<file path="config.mk">
export PLATFORM = sky130hd
export DESIGN_NAME = c3zp_ctrl
export DESIGN_NICKNAME = d
export VERILOG_FILES = /design/src/design/c3zp_pkg.sv /design/src/design/c3zp_ctrl.sv
export SDC_FILE = /design/constraint.sdc
export NUM_CORES = 1
export LEC_CHECK = 0
export BUFFER_PORTS_ARGS = -buffer_cell sky130_fd_sc_hd__buf_2
export CORE_MARGIN = 2
export CORE_UTILIZATION = 43
export DETAILED_ROUTE_END_ITERATION = 12
export PLACE_DENSITY = 0.66
export SYNTH_ARGS = -nofsm -noshare
export SYNTH_HDL_FRONTEND = slang
export SYNTH_SLANG_ARGS = --single-unit
</file>
<file path="constraint.sdc">
create_clock -name clock -period 4.7 [get_ports clock]
set_input_delay 0.47 -clock clock [delete_from_list [all_inputs] [get_ports clock]]
set_output_delay 0.47 -clock clock [all_outputs]
set_load 0.02 [all_outputs]
</file>
<file path="src/design/c3zp_pkg.sv">
// ----------------------------------------------------------------------------
// c3zp_pkg
// Shared widths, register indexes, reset values, item flags and the kernel
// coefficient helper of the streaming 3x3 convolution.
// ----------------------------------------------------------------------------
package c3zp_pkg;

   localparam int MAX_WIDTH_DEFAULT = 1024;
   localparam int KERNEL_SIZE       = 3;

   localparam int PIX_W       = 16;
   localparam int COEF_W      = 16;
   localparam int SUM_W       = 32;
   localparam int WIDTH_REG_W = 11;
   localparam int ROW_W       = 16;
   localparam int KROW_W      = 48;
   localparam int CSR_IDX_W   = 3;
   localparam int CSR_DATA_W  = 48;

   localparam logic [CSR_IDX_W-1:0] CSR_IMAGE_WIDTH   = 3'd0;
   localparam logic [CSR_IDX_W-1:0] CSR_IMAGE_HEIGHT  = 3'd1;
   localparam logic [CSR_IDX_W-1:0] CSR_KERNEL_TOP    = 3'd2;
   localparam logic [CSR_IDX_W-1:0] CSR_KERNEL_MIDDLE = 3'd3;
   localparam logic [CSR_IDX_W-1:0] CSR_KERNEL_BOTTOM = 3'd4;

   localparam int                IMAGE_WIDTH_RESET  = 1024;
   localparam logic [ROW_W-1:0]  IMAGE_HEIGHT_RESET = 16'd1024;
   localparam logic [KROW_W-1:0] KERNEL_TOP_RESET    = 48'd0;
   localparam logic [KROW_W-1:0] KERNEL_MIDDLE_RESET = 48'd4096;
   localparam logic [KROW_W-1:0] KERNEL_BOTTOM_RESET = 48'd0;

   typedef struct packed {
      logic has_out;
      logic commit_wr;
      logic left_en;
      logic right_en;
      logic use_top;
      logic use_mid;
      logic use_bot;
      logic row_end;
      logic frame_end;
   } item_flags_type;

   function automatic logic signed [COEF_W-1:0] coef(input logic [KROW_W-1:0] row,
                                                      input int unsigned      col);
      return $signed(row[COEF_W*col +: COEF_W]);
   endfunction

endpackage

</file>
<file path="src/design/c3zp_ctrl.sv">
// ----------------------------------------------------------------------------
// c3zp_ctrl
// Configuration registers and the raster position counters. Decides for each
// transfer whether it is dropped, produces a result, and which neighbors are
// inside the image.
// ----------------------------------------------------------------------------
module c3zp_ctrl #(
   parameter int MAX_WIDTH = c3zp_pkg::MAX_WIDTH_DEFAULT
) (
   input  logic                                           clock,
   input  logic                                           reset,
   input  logic                                           csr_we,
   input  logic [c3zp_pkg::CSR_IDX_W-1:0]                 csr_index,
   input  logic [c3zp_pkg::CSR_DATA_W-1:0]                csr_wdata,
   input  logic                                           accept,
   input  logic                                           mode,
   output c3zp_pkg::item_flags_type                       flags,
   output logic                                           ignore,
   output logic [((MAX_WIDTH > 1) ? $clog2(MAX_WIDTH) : 1)-1:0] addr,
   output logic [c3zp_pkg::KERNEL_SIZE-1:0][c3zp_pkg::KROW_W-1:0] kernel
);

   localparam int AW = (MAX_WIDTH > 1) ? $clog2(MAX_WIDTH) : 1;
   localparam int WW = $clog2(MAX_WIDTH + 1);
   localparam int RW = c3zp_pkg::ROW_W + 1;
   localparam logic [WW-1:0] RESET_W = WW'((c3zp_pkg::IMAGE_WIDTH_RESET > MAX_WIDTH) ?
                                           MAX_WIDTH : c3zp_pkg::IMAGE_WIDTH_RESET);

   logic [WW-1:0]                 width_ff,   width_in;
   logic [c3zp_pkg::ROW_W-1:0]    height_ff,  height_in;
   logic [c3zp_pkg::KERNEL_SIZE-1:0][c3zp_pkg::KROW_W-1:0] kern_ff, kern_in;
   logic [AW-1:0]                 in_col_ff,  in_col_in;
   logic [RW-1:0]                 in_row_ff,  in_row_in;
   logic [AW-1:0]                 out_col_ff, out_col_in;
   logic [c3zp_pkg::ROW_W-1:0]    out_row_ff, out_row_in;

   logic [c3zp_pkg::WIDTH_REG_W-1:0] wr_width;
   logic [WW-1:0]                 eff_width;
   logic [RW-1:0]                 height_ext;
   logic                          restart;
   logic                          in_image;
   logic                          produce;
   logic                          in_col_last;
   logic                          rend;
   logic                          fend;

   assign wr_width = csr_wdata[c3zp_pkg::WIDTH_REG_W-1:0];

   always_comb begin
      if (wr_width == '0) begin
         eff_width = WW'(1);
      end else if (32'(wr_width) > MAX_WIDTH) begin
         eff_width = WW'(MAX_WIDTH);
      end else begin
         eff_width = WW'(wr_width);
      end
   end

   assign height_ext  = {1'b0, height_ff};
   assign in_image    = in_row_ff < height_ext;
   assign ignore      = mode && in_image;
   assign produce     = (in_row_ff > RW'(1)) || ((in_row_ff == RW'(1)) && (in_col_ff != '0));
   assign in_col_last = (WW'(in_col_ff) + WW'(1)) >= width_ff;
   assign rend        = (WW'(out_col_ff) + WW'(1)) >= width_ff;
   assign fend        = rend && ((RW'(out_row_ff) + RW'(1)) >= height_ext);

   always_comb begin
      flags.has_out   = produce;
      flags.commit_wr = !(produce && fend);
      flags.left_en   = out_col_ff != '0;
      flags.right_en  = !rend;
      flags.use_top   = (in_row_ff > RW'(1)) && ((in_row_ff - RW'(2)) < height_ext);
      flags.use_mid   = (in_row_ff != '0) && ((in_row_ff - RW'(1)) < height_ext);
      flags.use_bot   = in_image;
      flags.row_end   = rend;
      flags.frame_end = fend;
   end

   assign addr   = in_col_ff;
   assign kernel = kern_ff;

   always_comb begin
      width_in   = width_ff;
      height_in  = height_ff;
      kern_in    = kern_ff;
      in_col_in  = in_col_ff;
      in_row_in  = in_row_ff;
      out_col_in = out_col_ff;
      out_row_in = out_row_ff;
      restart    = 1'b0;
      if (csr_we) begin
         case (csr_index)
            c3zp_pkg::CSR_IMAGE_WIDTH: begin
               width_in = eff_width;
               restart  = 1'b1;
            end
            c3zp_pkg::CSR_IMAGE_HEIGHT: begin
               height_in = (csr_wdata[c3zp_pkg::ROW_W-1:0] == '0) ?
                           c3zp_pkg::ROW_W'(1) : csr_wdata[c3zp_pkg::ROW_W-1:0];
               restart   = 1'b1;
            end
            c3zp_pkg::CSR_KERNEL_TOP:    kern_in[0] = csr_wdata[c3zp_pkg::KROW_W-1:0];
            c3zp_pkg::CSR_KERNEL_MIDDLE: kern_in[1] = csr_wdata[c3zp_pkg::KROW_W-1:0];
            c3zp_pkg::CSR_KERNEL_BOTTOM: kern_in[2] = csr_wdata[c3zp_pkg::KROW_W-1:0];
            default: ;
         endcase
      end else if (accept && !ignore) begin
         if (produce && fend) begin
            restart = 1'b1;
         end else begin
            if (produce) begin
               if (rend) begin
                  out_col_in = '0;
                  out_row_in = out_row_ff + c3zp_pkg::ROW_W'(1);
               end else begin
                  out_col_in = out_col_ff + AW'(1);
               end
            end
            if (in_col_last) begin
               in_col_in = '0;
               in_row_in = in_row_ff + RW'(1);
            end else begin
               in_col_in = in_col_ff + AW'(1);
            end
         end
      end
      if (restart) begin
         in_col_in  = '0;
         in_row_in  = '0;
         out_col_in = '0;
         out_row_in = '0;
      end
   end

   always_ff @(posedge clock) begin
      if (reset) begin
         width_ff   <= RESET_W;
         height_ff  <= c3zp_pkg::IMAGE_HEIGHT_RESET;
         kern_ff[0] <= c3zp_pkg::KERNEL_TOP_RESET;
         kern_ff[1] <= c3zp_pkg::KERNEL_MIDDLE_RESET;
         kern_ff[2] <= c3zp_pkg::KERNEL_BOTTOM_RESET;
         in_col_ff  <= '0;
         in_row_ff  <= '0;
         out_col_ff <= '0;
         out_row_ff <= '0;
      end else begin
         width_ff   <= width_in;
         height_ff  <= height_in;
         kern_ff    <= kern_in;
         in_col_ff  <= in_col_in;
         in_row_ff  <= in_row_in;
         out_col_ff <= out_col_in;
         out_row_ff <= out_row_in;
      end
   end

   a_col_in_range: assert property (@(posedge clock) disable iff (reset)
      WW'(in_col_ff) < width_ff)
      else $error("input column beyond the image width");

   a_out_col_in_range: assert property (@(posedge clock) disable iff (reset)
      WW'(out_col_ff) < width_ff)
      else $error("output column beyond the image width");

   a_row_bound: assert property (@(posedge clock) disable iff (reset)
      in_row_ff <= height_ext + RW'(1))
      else $error("input row ran past the drain rows");

endmodule

</file>
## Yosys cells after proc, flatten, opt, wreduce, memory -nomap -nowiden

Index checks and enable logic that the tools add are counted.

- Output and inout bits: 164
- Flip-flop bits (word level): 224
- Logic and storage cells: 70

- Add/subtract/negate cells: 9
- Magnitude comparators: 8
- Equality and inequality tests: 5
- Reductions and logical operators: 28
- Bitwise operators: 2
- Mux-type cells: 9

Operators by type and width:

| kind | count |
|---|---|
| < comparator 17 x 16 -> 1 bit | 3 |
| adder 10 x 1 -> 11 bit, second input constant | 2 |
| greater-or-equal comparator 11 bit | 2 |
| two-way mux 11 bit | 2 |
| adder 10 x 1 -> 10 bit, second input constant | 2 |
| two-way mux 10 bit | 2 |
| nonzero test 10 bit | 2 |
| adder 16 x 1 -> 17 bit, second input constant | 1 |
| adder 17 x 1 -> 17 bit, second input constant | 1 |
| equality test 17 x 1 -> 1 bit, second input constant | 1 |
| greater-or-equal comparator 17 x 16 -> 1 bit | 1 |
| greater-than comparator 17 x 1 -> 1 bit, second input constant | 1 |
| nonzero test 17 bit | 1 |
| subtractor 17 x 1 -> 17 bit, second input constant | 1 |
| subtractor 17 x 2 -> 17 bit, second input constant | 1 |
| adder 16 x 1 -> 16 bit, second input constant | 1 |
| zero test 16 bit | 1 |
| two-way mux 16 bit | 1 |
| greater-than comparator 11 bit, second input constant | 1 |
| zero test 11 bit | 1 |
| AND reduction 2 bit | 5 |
| AND reduction 4 bit | 2 |
| logical AND 1 bit | 7 |
| equality test 3 x 2 -> 1 bit, second input constant | 2 |
| other kinds (10) | 17 |

## Logic depth before layout (Yosys ltp)

Gate-level depths: netlist (run 1).

- Word-level depth: 8
- Mapped depth: 19
- Depth with buffers taken out: 17

## Worst setup path after synthesis (run 1)

Ideal clock, no wire load.

- Path kind: reg-to-output
- Start: register in_row_ff[1]
- End: output flags[4] (netlist bit)
- Data arrival time: 3.248 ns
- Buffers on the path: 1
- Path slack: 0.982 ns
- Cell stages (with the launch flop): 16
- Path through: dfxtp_1 > clkbuf_1 > inv_1 > ha_1 > nor3b_1 > nand2_1 > nor4_1 > xor2_1 > ha_1 > a21o_1 > a21o_1 > a21oi_1 > nor2b_1 > o21ai_0 > nand2_1 > a41oi_1

RTL lines:

| element | line | source |
|---|---|---|
| start, declared | c3zp_ctrl.sv:33 | `logic [RW-1:0] in_row_ff, in_row_in;` |
| start signal, assigned | c3zp_ctrl.sv:151 | `in_row_ff <= in_row_in;` |
| end, declared | c3zp_ctrl.sv:17 | `output c3zp_pkg::item_flags_type flags,` |

==> metrics.md, run 1 <==
| Metric | Value |
|---|---|
| Clock buffer depth | 3 |
| Std-Cell Core Area | 26,060 um2 |
| Root buffer selected by CTS | clkbuf_16 |
| Hold WS | 0.1777 ns |
| H-tree levels | 1 |
| WP data required | 4.23 ns |
| Total congestion overflow | 0 |
| Xor-xnor portion of the synthesized cell area | 6.289% |
| Setup_tns | 0 ns |
| Synth top cells by count | nand2_1 (387), dfxtp_1 (224), a21oi_1 (194), ha_1 (95), clkbuf_1 (71) |
| Max_slew headroom | 20.86% |
| Simple-Gate Fraction of Synth Area | 25.13% |
| Outcome | completed |
| Area Growth Syn to Fin | 18.83% |
| Synth area leaders | dfxtp_1 (39%), nand2_1 (13%), ha_1 (10%), a21oi_1 (8.5%), xor2_1 (3.8%) |
| Critical path type | reg2out |
| Synthesized area | 11,420 um2 |
| Post-synth net total | 1,606 |
| Clock skew | 0.02680 ns |
| Asr flop ratio synth | 0% |
| Largest area contributor in the netlist | dfxtp_1 |
| Initial DRC Count | 558 |
| Gp weighted congestion | 0.8590 |
| Yosys top cell area share | 39.27% |
| Worst r2r src | out_row_ff[0] |
| Rows | 59 |
| HP Start | csr_wdata[25] |
| GR Util met3 | 6.868% |
| FMAX | 226.1 MHz |
| Worst R2R Setup Slack | 0.58 ns |
| Starting Density | 43.82% |
| RSZ-0062 raised after global routing | false |
| Final nets | 1,776 |
| Min-Delay Path Depth | 3 |
| Leak pwr | 5.823 nW |
| Slew Limit Fails | 0 |
| Die W | 167.0 um |
| Port buffer count | 219 |
| Peak supply drop | 282.8 uV |
| Largest net degree at the start of global routing | 89 |
| MaxCap Viol Count | 0 |
| Die Height | 167.0 um |
| Synth unique cells | 59 |
| GRT Util Overall | 23.44% |
| Share of the yosys chip area belonging to registers | 39.27% |
| Top_reg_cell synth | dfxtp_1 |
| CP max FO | 5 |
| Initial antenna violation count | 0 |
| Met1 Use GR | 30.25% |
| DRT Pass-1 Iters | 5 |
| Setup crit start | out_row_ff[0] |
| Reg2Reg Capture Point | out_row_ff[8] |
| Yosys warns | 0 |
| Via/cell ratio | 5.360 |
| Detailed placement HPWL | 23,930 um |
| Setup violations, final | 0 |
| Slew @ Worst Pin | 1.178 ns |
| Global-route track usage on met2 | 38.47% |
| Worst-Skew Late Latency | 0.55 ns |
| Mean post-synth cell area | 7.849 um2 |
| Number of global-route vias before repair | 10,050 |
| Clk pin slew, worst setup/hold paths | 0.06 ns |
| Clk sink count | 224 |
| CTS buffer count | 25 |
| Area share of fa/ha/maj cells after synthesis | 10.41% |
| Antenna viol nets, final | 0 |
| First-pass GRT wire length | 53,770 um |
| Layout cells sized above 1 | 18.08% |
| CP Data Arrival Time | 3.95 ns |
| Hold Buf Count CTS | 0 |
| Wirelength, routed | 33,550 um |
| Mux share of post-synthesis cell area | 0.2739% |
| Number of synthesized flops with an enable pin | 0 |
| Fin crit share | 94.12% |
| Final hold violation count | 0 |
| Number of synthesized register bits | 224 |
| Largest family of logic cells by synthesized area | simple AND/OR/NAND/NOR gates |
| Die area | 27,880 um2 |
| CTS tree | built |
| Crit end category | output pin |
| Minimum clock period | 4.424 ns |
| Final Util | 52.08% |
| Worst r2r path cells | 17 |
| Post-synthesis compound-gate area fraction | 13.96% |
| Via count | 10,600 |
| Drt drc | 0 |
| P per Cell Area | 318.4 nW/um2 |
| Cell with the most instances after synthesis | nand2_1 |
| Mapped Cells | 1,455 |
| Top Usage Layer GRT | met2 |
| WL/cell | 16.96 um |
| Ant. Diodes | 0 |
| Hold EP | kernel[25] |
| Type of the most critical hold path | in2reg |
| Worst setup SP type | register |
| IO Count | 220 |
## flip-flops by register name, summed over array words and instances, names as in the netlist
register and flops:
width_ff 11, out_col_ff 10, addr 10, height_ff 16
in_row_ff 17, kernel 144, out_row_ff 16
## cell type report
class | instances | area (um2)
clock buffer | 40 | 762.0
clock inverter | 5 | 117.6
fill | 2562 | 12490
inverter | 40 | 150.1
multi-input combinational | 1103 | 6449
sequential | 224 | 4484
tap | 335 | 419.2
timing repair buffer | 231 | 1189
## metrics by stage
| step | std cells | setup WS (ns) | instance area [um2] | total power [mW] |
|---|---|---|---|---|
| after floorplan | 1455 | 0.9818 | 11420 | 2.154 |
| after global placement | 1933 | 0.6055 | 12680 | 2.278 |
| after detailed placement | 1933 | 0.4682 | 12680 | 2.282 |
| after CTS | 1978 | 0.1730 | 13560 | 4.355 |
| after global routing | 1978 | 0.01722 | 13570 | 4.472 |
| final | 1978 | 0.2763 | 13570 | 4.321 |
## worst max-delay path: stages, from the launching register on
cell	delay, ns
dfxtp_1	0.39
ha_1	0.21
and3_1	0.22
and3_1	0.23
and3_1	0.22
and3_1	0.24
and3_1	0.21
xor2_1	0.16
ha_1	0.26
a21oi_1	0.15
o22ai_1	0.08
nor3_1	0.24
o221ai_2	0.21
and3_1	0.28
inv_2	0.14
buf_2	0.19
## power breakdown
group | switching (mW) | internal (mW)
clock | 0.804 | 1.28
sequential | 0.0165 | 1.93
combinational | 0.208 | 0.0861
## cell usage in the layout (no fill, tap or decap), drive strengths merged, types with 40 or more instances in the layout
master | synthesis | final
a21oi | 194 | 194
buf | 17 | 231
clkbuf | 71 | 40
dfxtp | 224 | 224
ha | 95 | 95
inv | 40 | 41
nand2 | 387 | 387
nand3 | 45 | 45
nor2 | 71 | 71
xor2 | 50 | 50
## worst max path at each step
stage,end,slack [ns],cells past startpoint
after floorplan,flags[4],0.98,15
final,flags[7],0.28,15
after detailed placement,out_row_ff[2],0.47,17
after global placement,out_row_ff[12],0.61,17
after CTS,flags[7],0.17,15
after global routing,flags[4],0.02,16
## cells by family after synthesis
kind of cell	after synthesis
flops	224
fa+ha+maj	95
mux	3
buf+inv	128
simple gates	640
compound gates	283
xor+xnor	82
## timing repair
item	4_1_cts	5_1_grt
endpoints found under the setup margin	0	2
setup buffers	0	0
gates resized for setup	0	2
## metal layers
layer | up-vias | share of wire, %
met5 | - | 0
met4 | 0 | 2.1
met3 | 47 | 8.8
met2 | 324 | 46
met1 | 4963 | 43
li1 | 5268 | -
Note: power is estimated with default switching activity, not from simulation.
==> run 2, diff against run 1 <==
- PLACE_DENSITY: 0.66 -> not set
==> run 2 against run 1 <==
Effect of this change:
- clock skew is 0.014 ns lower
- largest cell class unchanged
- count of clock-buffer cells in the layout is 9 lower
- non-clock buffer count is 2 higher
- highest routed layer is now met5
- hold slack worse by 0.0022 ns
- design area is 1.0% higher
- critical path type unchanged
==> metrics.md, run 2 (same netlist as run 1, synthesis figures left out) <==
| Metric | Value |
|---|---|
| Sw Ratio | 24.12% (+0.30 points) |
| Detailed placement HPWL | 24,790 um (+3.6%) |
| Antenna viol nets, final | 0 (unchanged) |
| Total congestion overflow | 0 (unchanged) |
| Outcome | completed |
| Crit-path most repeated cell | and3_1 |
| Placed Instance Area | 12,700 um2 (+0.12%) |
| Hold WS | 0.1755 ns (-0.002181 ns) |
| WL/cell | 17.57 um (+3.6%) |
| Setup_tns | 0 ns (unchanged) |
| Clock power share | 50.6% (+2.5 points) |
| Hold Buf Count CTS | 0 (unchanged) |
| HP Start | csr_wdata[39] |
| Flop pwr share | 42.9% (-2.1 points) |
| Post-route setup slack | 0.2909 ns (+0.01467 ns) |
| Commonest non-fill, non-tap cell in the layout | nand2_1 |
| CP Data Arrival Time | 3.94 ns (about the same) |
| Max_slew headroom | 27.20% (+6.3 points) |
| Worst r2r path cells | 16 (-1) |
| Slew Limit Fails | 0 (unchanged) |
| Worst R2R Setup Slack | 0.59 ns (about the same) |
| Fin area | 13,710 um2 (+1.0%) |
| Setup violations, final | 0 (unchanged) |
| Root buffer selected by CTS | clkbuf_16 |
| Hold EP | kernel[39] |
| Port buffer count | 219 (unchanged) |
| Die W | 167.0 um (unchanged) |
| Reg2Reg Capture Point | out_row_ff[13] |
| IO Count | 220 (unchanged) |
| Slew @ Worst Pin | 1.092 ns (-0.08605 ns) |
| Layout cells sized above 1 | 18.75% (+0.67 points) |
| CTS tree | built |
| Die Height | 167.0 um (unchanged) |
| Gate power share | 6.5% (-0.3 points) |
| Initial antenna violation count | 4 (+4) |
| Worst r2r src | out_row_ff[0] |
| Via count | 10,640 (+0.38%) |
| Int Pwr | 3.447 mW (+4.7%) |
| Peak supply drop | 309.9 uV (+9.6%) |
| FMAX | 226.8 MHz (+0.33%) |
| Crit end category | output pin |
| WP data required | 4.23 ns (about the same) |
| Critical path type | reg2out |
| Fin crit share | 93.81% (-0.31 points) |
| MaxCap Viol Count | 0 (unchanged) |
| RSZ-0062 raised after global routing | false |
| Via/cell ratio | 5.361 (about the same) |
| DRT Pass-1 Iters | 5 (unchanged) |
| Minimum clock period | 4.409 ns (-0.01467 ns) |
| Clock skew | 0.01313 ns (-0.01367 ns) |
| Wirelength, routed | 34,880 um (+4.0%) |
| Clk pin slew, worst setup/hold paths | 0.06 ns (about the same) |
| Post-CTS Setup Bufs | 0 (unchanged) |
| Pre-CTS setup slack | 0.5771 ns (+0.1089 ns) |
| Final nets | 1,779 (+0.17%) |
| Final hold violation count | 0 (unchanged) |
| Worst-Skew Late Latency | 0.55 ns (about the same) |
| NetSw | 1.096 mW (+6.4%) |
| Initial DRC Count | 671 (+20%) |
| P per Cell Area | 331.4 nW/um2 (+4.1%) |
| Final Util | 52.60% (+0.52 points) |
| CP max FO | 5 (unchanged) |
| Setup crit start | out_row_ff[0] |
| First-pass GRT wire length | 55,900 um (+4.0%) |
| Die area | 27,880 um2 (unchanged) |
| Type of the most critical hold path | in2reg |
| Area Growth Syn to Fin | 20.02% |
| Worst setup SP type | register |
| Number of global-route vias before repair | 10,280 (+2.3%) |
| Clk sink count | 224 (unchanged) |
| Crit path largest cell delay | 0.38 ns (about the same) |
| GRT Util Overall | 24.45% (+1.0 points) |
| Largest net degree at the start of global routing | 92 (+3.4%) |
| Drt drc | 0 (unchanged) |
| Std-Cell Core Area | 26,060 um2 (unchanged) |
| Filler instances | 2,565 (+0.12%) |
| Clock buffer depth | 3 (unchanged) |
| CP Cell Sequence | ha_1 -> and3_1 -> and3_1 -> and3_1 -> and3_1 -> and3_1 -> xor2_1 -> ha_1 -> a21oi_1 -> o22ai_1 -> nor3_1 -> o221ai_2 -> and3_1 -> inv_2 -> buf_2 |
| H-tree levels | 1 (unchanged) |
| Starting Density | 43.82% (unchanged) |
| Leak pwr | 5.900 nW (+1.3%) |
| Min-Delay Path Depth | 3 (unchanged) |
| Slowest cell on crit path | dfxtp_1 |
| Most frequent cells in the layout | nand2_1 (387), dfxtp_1 (224), buf_2 (218) |
| Number of flip-flops in the largest register | 144 (unchanged) |
| CTS buffer count | 26 (+4.0%) |
| Gp weighted congestion | 0.8986 (+4.6%) |
| Rows | 59 (unchanged) |
## run 2: cell count changes in the layout (fill, tap and decap cells not counted), sizes merged
cell    before  now
inv         41   42
buf        231  233
clkinv       0    8
bufinv       3    6
clkbuf      40   31
diode        0    2
## run 2: layout make-up
class,instances,area [um2],share of cell area (%)
multi-input cells,1103,6454,47.09
inverters,40,150.1,1.095
repair buffers,233,1204,8.782
diodes,2,5.005,0.03652
clock inverters,17,270.3,1.972
clock buffers,31,719.4,5.249
flip-flops and latches,224,4484,32.72
well taps,335,419.2,3.058
## run 2: worst max path at each step
stage	endpoint	slack, ns	cells after the start
after floorplan	flags[4]	0.98	15
after detailed placement	in_row_ff[9]	0.58	17
after global placement	in_row_ff[9]	0.68	17
final	flags[7]	0.29	15
after global routing	flags[4]	0.03	15
after CTS	flags[7]	0.19	15
## run 2: power groups by stage
stage,Clock [mW],Combinational [mW],Sequential [mW]
floorplan,0,0.135,2.02
global placement,0,0.294,1.99
detailed placement,0,0.296,1.99
CTS,2.34,0.297,1.95
global route,2.41,0.326,1.95
finish,2.30,0.295,1.95
## run 2: what timing repair did
item	CTS	global route
hold endpoints to repair	0	0
setup endpoints to repair	0	3
gates resized for setup	0	2
## run 2: layer usage
metal / vias to the layer above / GRT usage [%] / routed length [um]
li1: 5266 / - / -
met1: 4966 / 31.71 / 15020
met2: 351 / 39.67 / 15850
met3: 55 / 7.818 / 3149
met4: 4 / 5.697 / 830
met5: - / 0 / 31
## run 2: critical path, delay by kind of cell, from the launching register on
family | cells | cell delay [ns]
DFF | 1 | 0.38
xor gates and xnor gates | 1 | 0.16
buffers and inverters | 2 | 0.30
AOI/OAI and AO/OA | 3 | 0.47
and+or+nand+nor | 7 | 1.61
adders and majority gates | 2 | 0.49
## run 2: through the flow
| step | power, mW | cells |
|---|---|---|
| finish | 4.543 | 1985 |
| global route | 4.685 | 1984 |
| CTS | 4.579 | 1983 |
| detailed placement | 2.284 | 1935 |
| global placement | 2.281 | 1935 |
| floorplan | 2.154 | 1455 |
